$ cat config.mk
export PLATFORM = sky130hd
export DESIGN_NAME = pci_bar_size_and_assign
export DESIGN_NICKNAME = d
export VERILOG_FILES = /design/src/rtl/pcibar_pkg.sv /design/src/rtl/pcibar_decode.sv /design/src/rtl/pcibar_alloc.sv /design/src/rtl/pci_bar_size_and_assign.sv
export SDC_FILE = /design/constraint.sdc
export NUM_CORES = 1
export LEC_CHECK = 0
export ABC_AREA = 1
export BUFFER_PORTS_ARGS = -buffer_cell sky130_fd_sc_hd__buf_2
export CAP_MARGIN = 30
export CORE_UTILIZATION = 35
export CTS_BUF_LIST = sky130_fd_sc_hd__clkbuf_8
export CTS_CLUSTER_SIZE = 8
export DETAILED_ROUTE_END_ITERATION = 6
export PLACE_DENSITY = 0.55
export SETUP_SLACK_MARGIN = 0.5
export SLEW_MARGIN = 10
export SYNTH_ARGS = -nofsm -noshare
export SYNTH_HDL_FRONTEND = slang
export SYNTH_SLANG_ARGS = --single-unit
$ cat constraint.sdc
create_clock -name clk -period 13.93 [get_ports clk]
set_input_delay 0 -clock clk [delete_from_list [all_inputs] [get_ports clk]]
set_output_delay 0 -clock clk [all_outputs]
set_load 0.03 [all_outputs]
$ cat src/rtl/pcibar_pkg.sv
// Package for the PCI BAR sizing and address assignment block.
// Holds status and window codes and the structs passed between stages.
// No dependencies.
`default_nettype none

package pcibar_pkg;

  localparam logic [2:0] ST_OK         = 3'd0;
  localparam logic [2:0] ST_IO_FULL    = 3'd1;
  localparam logic [2:0] ST_MEM32_FULL = 3'd2;
  localparam logic [2:0] ST_LAST_SLOT  = 3'd3;
  localparam logic [2:0] ST_ZERO       = 3'd4;

  localparam logic [1:0] WIN_IO    = 2'd0;
  localparam logic [1:0] WIN_MEM32 = 2'd1;
  localparam logic [1:0] WIN_MEM64 = 2'd2;

  localparam logic [1:0] REG_IO_BASE    = 2'd0;
  localparam logic [1:0] REG_MEM32_BASE = 2'd1;
  localparam logic [1:0] REG_MEM64_BASE = 2'd2;

  // End of the 32-bit windows
  localparam logic [63:0] LIMIT32 = 64'h0000_0001_0000_0000;

  // Decoded BAR, held in the input register
  typedef struct packed {
    logic        implemented;
    logic        is_io;
    logic        is_wide;
    logic        prefetchable;
    logic [1:0]  win;
    logic [2:0]  status;     // tentative: ok, last slot or zero size
    logic [63:0] bar_size;
    logic [63:0] span;       // ones through the size bit: 2*size-1
  } decoded_t;

  typedef struct packed {
    logic        implemented;
    logic        is_io;
    logic        is_wide;
    logic        prefetchable;
    logic [63:0] bar_size;
    logic [63:0] assigned_addr;
    logic [2:0]  status;
  } result_t;

endpackage

`default_nettype wire

$ cat src/rtl/pcibar_decode.sv
// BAR type and size decode from the all-ones probe readback.
// Purely combinational; uses pcibar_pkg.
`default_nettype none

module pcibar_decode
  import pcibar_pkg::*;
#(
  parameter int NUM_BARS = 6
) (
  input  wire logic [2:0]  bar_index,
  input  wire logic [31:0] probe_low,
  input  wire logic [31:0] probe_high,
  output decoded_t         dec
);

  logic        impl;
  logic        io;
  logic        wide;
  logic        last_slot;
  logic [63:0] addr_mask;
  logic [63:0] mask_dec;

  always_comb begin
    impl = (probe_low != 32'd0);
    io   = probe_low[0];
    wide = !probe_low[0] && (probe_low[2:1] == 2'b10);
    last_slot = wide && (({1'b0, bar_index} + 4'd1) >= 4'(NUM_BARS));

    if (io) begin
      addr_mask = {32'd0, probe_low[31:2], 2'b00};
    end else if (wide) begin
      addr_mask = {probe_high, probe_low[31:4], 4'b0000};
    end else begin
      addr_mask = {32'd0, probe_low[31:4], 4'b0000};
    end

    // Isolate the lowest set bit and the mask up to it
    mask_dec = addr_mask - 64'd1;

    dec.implemented  = impl;
    dec.is_io        = io;
    dec.is_wide      = wide;
    dec.prefetchable = !io && probe_low[3];
    dec.span         = addr_mask ^ mask_dec;
    dec.bar_size     = addr_mask & ~mask_dec;

    if (io) begin
      dec.win = WIN_IO;
    end else if (wide) begin
      dec.win = WIN_MEM64;
    end else begin
      dec.win = WIN_MEM32;
    end

    dec.status = ST_OK;
    if (impl) begin
      if (last_slot) begin
        dec.status = ST_LAST_SLOT;
      end else if (addr_mask == 64'd0) begin
        dec.status = ST_ZERO;
      end
    end
    if (last_slot) begin
      dec.bar_size = 64'd0;
    end
  end

endmodule

`default_nettype wire

$ cat src/rtl/pcibar_alloc.sv
// Window base registers, next-free pointers and align-up allocation.
// Uses pcibar_pkg; fed by the decoded BAR from the input register.
`default_nettype none

module pcibar_alloc
  import pcibar_pkg::*;
(
  input  wire logic        clk,
  input  wire logic        rst,
  input  wire logic        cfg_we,
  input  wire logic [1:0]  cfg_index,
  input  wire logic [63:0] cfg_data,
  input  wire logic        step,
  input  wire logic        restart,
  input  wire decoded_t    dec,
  output result_t          res
);

  logic [31:0] io_base;
  logic [31:0] mem32_base;
  logic [63:0] mem64_base;
  logic [32:0] io_free;
  logic [32:0] mem32_free;
  logic [63:0] mem64_free;
  logic [32:0] io_free_next;
  logic [32:0] mem32_free_next;
  logic [63:0] mem64_free_next;

  logic [32:0] io_cur;
  logic [32:0] mem32_cur;
  logic [63:0] mem64_cur;
  logic [63:0] ptr;
  logic [63:0] low_mask;
  logic [63:0] start;
  logic [63:0] fin;
  logic        over;
  logic        go;

  always_comb begin
    io_cur    = restart ? {1'b0, io_base} : io_free;
    mem32_cur = restart ? {1'b0, mem32_base} : mem32_free;
    mem64_cur = restart ? mem64_base : mem64_free;

    case (dec.win)
      WIN_IO:    ptr = {31'd0, io_cur};
      WIN_MEM32: ptr = {31'd0, mem32_cur};
      default:   ptr = mem64_cur;
    endcase

    // start = align_up(ptr), end = align_up(ptr + size): two parallel adds
    low_mask = {1'b0, dec.span[63:1]};
    start    = (ptr + low_mask) & ~low_mask;
    fin      = (ptr + dec.span) & ~low_mask;
    over     = (dec.win != WIN_MEM64) && (fin > LIMIT32);
    go       = dec.implemented && (dec.status == ST_OK);

    res.implemented   = dec.implemented;
    res.is_io         = dec.is_io;
    res.is_wide       = dec.is_wide;
    res.prefetchable  = dec.prefetchable;
    res.bar_size      = dec.bar_size;
    res.status        = dec.status;
    res.assigned_addr = (go && !over) ? start : 64'd0;
    if (go && over) begin
      res.status = (dec.win == WIN_IO) ? ST_IO_FULL : ST_MEM32_FULL;
    end

    io_free_next    = io_cur;
    mem32_free_next = mem32_cur;
    mem64_free_next = mem64_cur;
    if (go && !over) begin
      case (dec.win)
        WIN_IO:    io_free_next    = fin[32:0];
        WIN_MEM32: mem32_free_next = fin[32:0];
        default:   mem64_free_next = fin;
      endcase
    end
  end

  always_ff @(posedge clk) begin
    if (rst) begin
      io_base    <= '0;
      mem32_base <= '0;
      mem64_base <= '0;
      io_free    <= '0;
      mem32_free <= '0;
      mem64_free <= '0;
    end else begin
      if (cfg_we) begin
        case (cfg_index)
          REG_IO_BASE:    io_base    <= cfg_data[31:0];
          REG_MEM32_BASE: mem32_base <= cfg_data[31:0];
          REG_MEM64_BASE: mem64_base <= cfg_data;
          default: ;
        endcase
      end
      if (step) begin
        io_free    <= io_free_next;
        mem32_free <= mem32_free_next;
        mem64_free <= mem64_free_next;
      end
    end
  end

endmodule

`default_nettype wire

$ cat src/rtl/pci_bar_size_and_assign.sv
// A transferred BAR is held, decoded, in the input register, then its result in the result
// register. One BAR per cycle unless the result side stalls; decode sits before the input
// register, and the align-up adds and window compare sit between the input and result registers.
// Reset (rst, synchronous): empties both stages, clears window bases and pointers to zero.
// Top level of the PCI BAR sizing and address assignment block.
// Uses pcibar_pkg, pcibar_decode and pcibar_alloc.
`default_nettype none

module pci_bar_size_and_assign
  import pcibar_pkg::*;
#(
  parameter int NUM_BARS = 6
) (
  input  wire logic        clk,
  input  wire logic        rst,

  // Configuration write channel
  input  wire logic        cfg_valid,
  output logic             cfg_ready,
  input  wire logic [1:0]  cfg_index,
  input  wire logic [63:0] cfg_data,

  // BAR probe channel
  input  wire logic        in_valid,
  output logic             in_ready,
  input  wire logic        restart,
  input  wire logic [2:0]  bar_index,
  input  wire logic [31:0] probe_low,
  input  wire logic [31:0] probe_high,

  // Result channel
  output logic             out_valid,
  input  wire logic        out_ready,
  output logic             implemented,
  output logic             is_io,
  output logic             is_wide,
  output logic             prefetchable,
  output logic [63:0]      bar_size,
  output logic [63:0]      assigned_addr,
  output logic [2:0]       status
);

  decoded_t dec_in;
  decoded_t dec;        // input register payload
  logic     dec_valid;
  logic     dec_restart;
  logic     advance;
  result_t  res_calc;
  result_t  res;        // result register payload

  // Decode the probe as it arrives; the input register holds only decoded fields
  pcibar_decode #(
    .NUM_BARS(NUM_BARS)
  ) u_decode (
    .bar_index (bar_index),
    .probe_low (probe_low),
    .probe_high(probe_high),
    .dec       (dec_in)
  );

  // Advance the held BAR when the result register is free or being drained.
  // The pointers update on this same edge, so the next BAR sees them at once.
  assign advance   = dec_valid && (!out_valid || out_ready);
  assign in_ready  = !dec_valid || advance;
  assign cfg_ready = 1'b1;

  pcibar_alloc u_alloc (
    .clk      (clk),
    .rst      (rst),
    .cfg_we   (cfg_valid),
    .cfg_index(cfg_index),
    .cfg_data (cfg_data),
    .step     (advance),
    .restart  (dec_restart),
    .dec      (dec),
    .res      (res_calc)
  );

  // Input register: hold the decoded BAR until its result is registered
  always_ff @(posedge clk) begin
    if (rst) begin
      dec_valid <= 1'b0;
    end else if (in_ready) begin
      dec_valid <= in_valid;
    end
  end

  always_ff @(posedge clk) begin
    if (in_valid && in_ready) begin
      dec         <= dec_in;
      dec_restart <= restart;
    end
  end

  // Result register: hold until the downstream transfer completes
  always_ff @(posedge clk) begin
    if (rst) begin
      out_valid <= 1'b0;
    end else if (advance) begin
      out_valid <= 1'b1;
    end else if (out_ready) begin
      out_valid <= 1'b0;
    end
  end

  always_ff @(posedge clk) begin
    if (advance) begin
      res <= res_calc;
    end
  end

  assign implemented   = res.implemented;
  assign is_io         = res.is_io;
  assign is_wide       = res.is_wide;
  assign prefetchable  = res.prefetchable;
  assign bar_size      = res.bar_size;
  assign assigned_addr = res.assigned_addr;
  assign status        = res.status;

  // Any error status drops the address
  a_err_no_addr: assert property (@(posedge clk) disable iff (rst)
    out_valid && (status != ST_OK) |-> (assigned_addr == 64'd0))
    else $error("error result carries an address");

  // An absent BAR reports nothing
  a_absent_empty: assert property (@(posedge clk) disable iff (rst)
    out_valid && !implemented |-> (bar_size == 64'd0) && (status == ST_OK) && !is_io)
    else $error("absent BAR reports fields");

  // A granted BAR has a power-of-two size and an address aligned to it
  a_aligned: assert property (@(posedge clk) disable iff (rst)
    out_valid && implemented && (status == ST_OK) |->
      $onehot(bar_size) && ((assigned_addr & (bar_size - 64'd1)) == 64'd0))
    else $error("granted BAR misaligned or bad size");

  // A stalled output keeps the held BAR in the input register
  a_hold_stage: assert property (@(posedge clk) disable iff (rst)
    dec_valid && out_valid && !out_ready |=> dec_valid && $stable(dec))
    else $error("held BAR lost under stall");

endmodule

`default_nettype wire

==> flow_summary.json <==
{
  "worstSetupStartpointType": "register",
  "finClkSkew_ns": 0.0712,
  "start_util_pct": 35.5,
  "max_freq_ghz": 0.118,
  "vias": 33900,
  "globalplace.congestion": 0.977,
  "path_max_fanout": 65,
  "layout-drive-gt1-share_pct": 10.3,
  "pre_cts_ws_ns": 5.70,
  "end_kind": "register",
  "wl_um": 131000,
  "synth_cell_types": 57,
  "path_common_cell": "nand2_1",
  "cp_slowest_cell": "buf_4",
  "timing.setup.tns_ns": 0,
  "cap_violations": 0,
  "synth_area_per_cell_um2": 6.89,
  "drt_iter0_markers": 2724,
  "layout_common_cells": "nand2_1 (1713), a21oi_1 (502), inv_1 (403)",
  "clkSinkCount": 524,
  "ys_seq_elements": 524,
  "dpl.hpwl_um": 98500,
  "synth_enable_flop_cells": 264,
  "slew_headroom_pct": 29.5,
  "cts.clk_slew.worst_paths_ns": 0.07,
  "clk_path_buf_depth": 3,
  "r2r-end": "u_alloc.io_free[10]$_SDFFE_PP0P_",
  "final_common_cell": "nand2_1",
  "cts_max_level": 3,
  "grt.total_usage_pct": 26.8,
  "grt_pass1_vias": 32200,
  "final_antenna_net_count": 0,
  "synthToLayoutAreaGrowth_pct": 19.4,
  "slew_viol_final": 0,
  "dieHeight_um": 310,
  "seq_area_frac_synth_pct": 39.5,
  "finalSetupViolCount": 0,
  "syn_area_um2": 33200,
  "crit_arrival_ns": 9.16,
  "hold_class": "in -> reg",
  "final_area_um2": 39700,
  "cts_setup_buffers": 0,
  "die_x_um": 310,
  "cts_made_buffers": 97,
  "hold_path_end": "u_alloc.mem64_base[24]$_SDFFE_PP0P_",
  "drcViolationCount": 0,
  "fill_cells": 10100,
  "clock_latency_ns": 0.77,
  "power.density_nw_per_um2": 100,
  "worst_pin_slew_ns": 1.05,
  "slowest_delay_ns": 0.70,
  "synth_flop_cell": "edfxtp_1",
  "r2r_cells": 30,
  "fin_ws_ns": 5.43,
  "routed_via_density": 5.16,
  "leakagePower_nw": 16.9,
  "grt_setup_unrepaired": "false",
  "portBuffers": 272,
  "cp.required_ns": 14.58,
  "min_from": "cfg_data[24]",
  "avgRoutedWirePerCell_um": 20.0,
  "multi_input_comb_area_um2": 17800,
  "regArea_um2": 13100,
  "drtPass1Iterations": 6,
  "design.core.area_um2": 93600,
  "ir_worst_vdd_mv": 0.0733,
  "status": "finished clean",
  "rows": 112,
  "syn_inst": 4820,
  "crit_type": "reg -> reg",
  "root_buffer": "clkbuf_8",
  "ios": 277,
  "post-route-period-util_pct": 61.0,
  "hold_depth": 4,
  "async_reset_ff_share_pct": 0,
  "min_period_ns": 8.50,
  "antenna_found_initial": 3,
  "grt_max_degree": 140,
  "power_mw": 3.97,
  "global_route.overflow_total": 0,
  "hold_viol_final": 0,
  "grt_pass1_wl_um": 195000,
  "cts_tree": "yes",
  "r2r_start": "dec[132]$_SDFFCE_PP0P_",
  "nets": 5492,
  "placed_area_um2": 35600,
  "rrSetupSlack_ns": 5.43,
  "synth_warnings": 0,
  "dieArea_um2": 96100
}
[registers in the layout (all words and copies together) (netlist names)]
signal and count:
assigned_addr 63, bar_size 62, dec 131, dec_restart 1, dec_valid 1, implemented 1, is_io 1, is_wide 1
out_valid 1, prefetchable 1, status 3, u_alloc.io_base 32, u_alloc.io_free 33, u_alloc.mem32_base 32, u_alloc.mem32_free 33, u_alloc.mem64_base 64
u_alloc.mem64_free 64
[how the worst max path moves through the flow]
stage                           start                                to  slack (ns)  cells past startpoint
6_report       dec[132]$_SDFFCE_PP0P_  u_alloc.io_free[10]$_SDFFE_PP0P_        5.43                     30
5_1_grt        dec[132]$_SDFFCE_PP0P_  u_alloc.io_free[10]$_SDFFE_PP0P_        4.84                     30
3_3_place_gp   dec[132]$_SDFFCE_PP0P_  u_alloc.io_free[12]$_SDFFE_PP0P_        5.65                     30
4_1_cts        dec[132]$_SDFFCE_PP0P_  u_alloc.io_free[10]$_SDFFE_PP0P_        5.63                     30
2_1_floorplan  out_valid$_SDFFE_PP0P_   assigned_addr[10]$_SDFFCE_PN0P_        8.90                      4
3_5_place_dp   dec[132]$_SDFFCE_PP0P_  u_alloc.io_free[10]$_SDFFE_PP0P_        5.70                     30
[layout make-up]
class / count / area share (%)
diodes: 4 / 0.0252
clock buffers: 110 / 3.82
clock inverters: 68 / 1.01
inverters: 384 / 3.68
multi-input cells: 3706 / 44.9
flip-flops and latches: 524 / 33.1
well taps: 1254 / 3.96
repair buffers: 514 / 9.51
[metrics by stage]
stage               util [%]  hold slack [ns]  std cells
CTS                     42.3        0.0000689       6558
global placement        38.0            0.243       6168
floorplan                  -           0.0989       4823
detailed placement      38.0            0.243       6171
global route            42.4           0.0223       6564
finish                  42.4           0.0705       6564
[logic make-up (layout without fill, tap and decap cells)]
| group | count (synthesis) | after routing | share of synthesized area (%) |
|---|---|---|---|
| AOI/OAI and AO/OA | 945 | 945 | 15.2 |
| xor gates and xnor gates | 30 | 30 | 0.791 |
| adders and majority gates | 126 | 126 | 4.75 |
| buffers and inverters | 593 | 1076 | 7.06 |
| DFF | 524 | 524 | 39.5 |
| other | 2 | 9 | 0.0226 |
| and+or+nand+nor | 2600 | 2600 | 32.6 |
[cell usage after synthesis, types with 6 or more instances]
cell type,count,area (um^2)
buf_4,17,128
or2_2,27,169
o21a_1,17,128
inv_1,371,1390
nor2_2,10,62.6
a31oi_1,36,225
nand4_1,20,125
edfxtp_1,264,7930
ha_1,126,1580
nand2_2,10,62.6
inv_2,12,45.0
o21ai_0,289,1450
nand3_1,230,1150
a21boi_0,11,82.6
buf_1,9,33.8
nand3b_1,28,210
nor4_2,17,213
a21oi_1,502,2510
xor2_1,9,78.8
nor4_1,33,206
nor2_1,401,1510
o21ai_1,7,35.0
a211oi_1,6,45.0
o21bai_1,14,105
dfxtp_1,260,5200
or2_0,6,37.5
o22ai_1,30,188
nand2_1,1714,6430
nor3_2,10,100
o211ai_1,8,60.1
buf_2,25,125
xnor2_1,21,184
nor3_1,78,390
clkbuf_1,155,582
[critical path, delay by kind of cell (launching register included)]
family	cells	cell delay, ns
adders and majority gates	1	0.39
buffers and inverters	5	2.80
and+or+nand+nor	16	2.22
DFF	1	0.61
AOI/OAI and AO/OA	8	2.17
[repair_timing]
action                    in CTS  in global routing
hold buffers                 209                  0
hold endpoints to repair     317                  0
gates resized for setup        0                  0
[report_power, final]
group	leakage [nW]	internal (mW)	switching, mW
combinational	11.2	0.231	0.554
sequential	4.64	1.68	0.0367
clock	1.11	0.782	0.691
[per-layer routing]
layer  track usage, %  vias up  wire length (um)
met5                0        -                 0
met4             8.90        0              4230
met3             3.77      218              6830
met2             46.2      996             64000
met1             34.3    15800             56100
li1                 -    16800                 -
(Power assumes the default switching activity.)
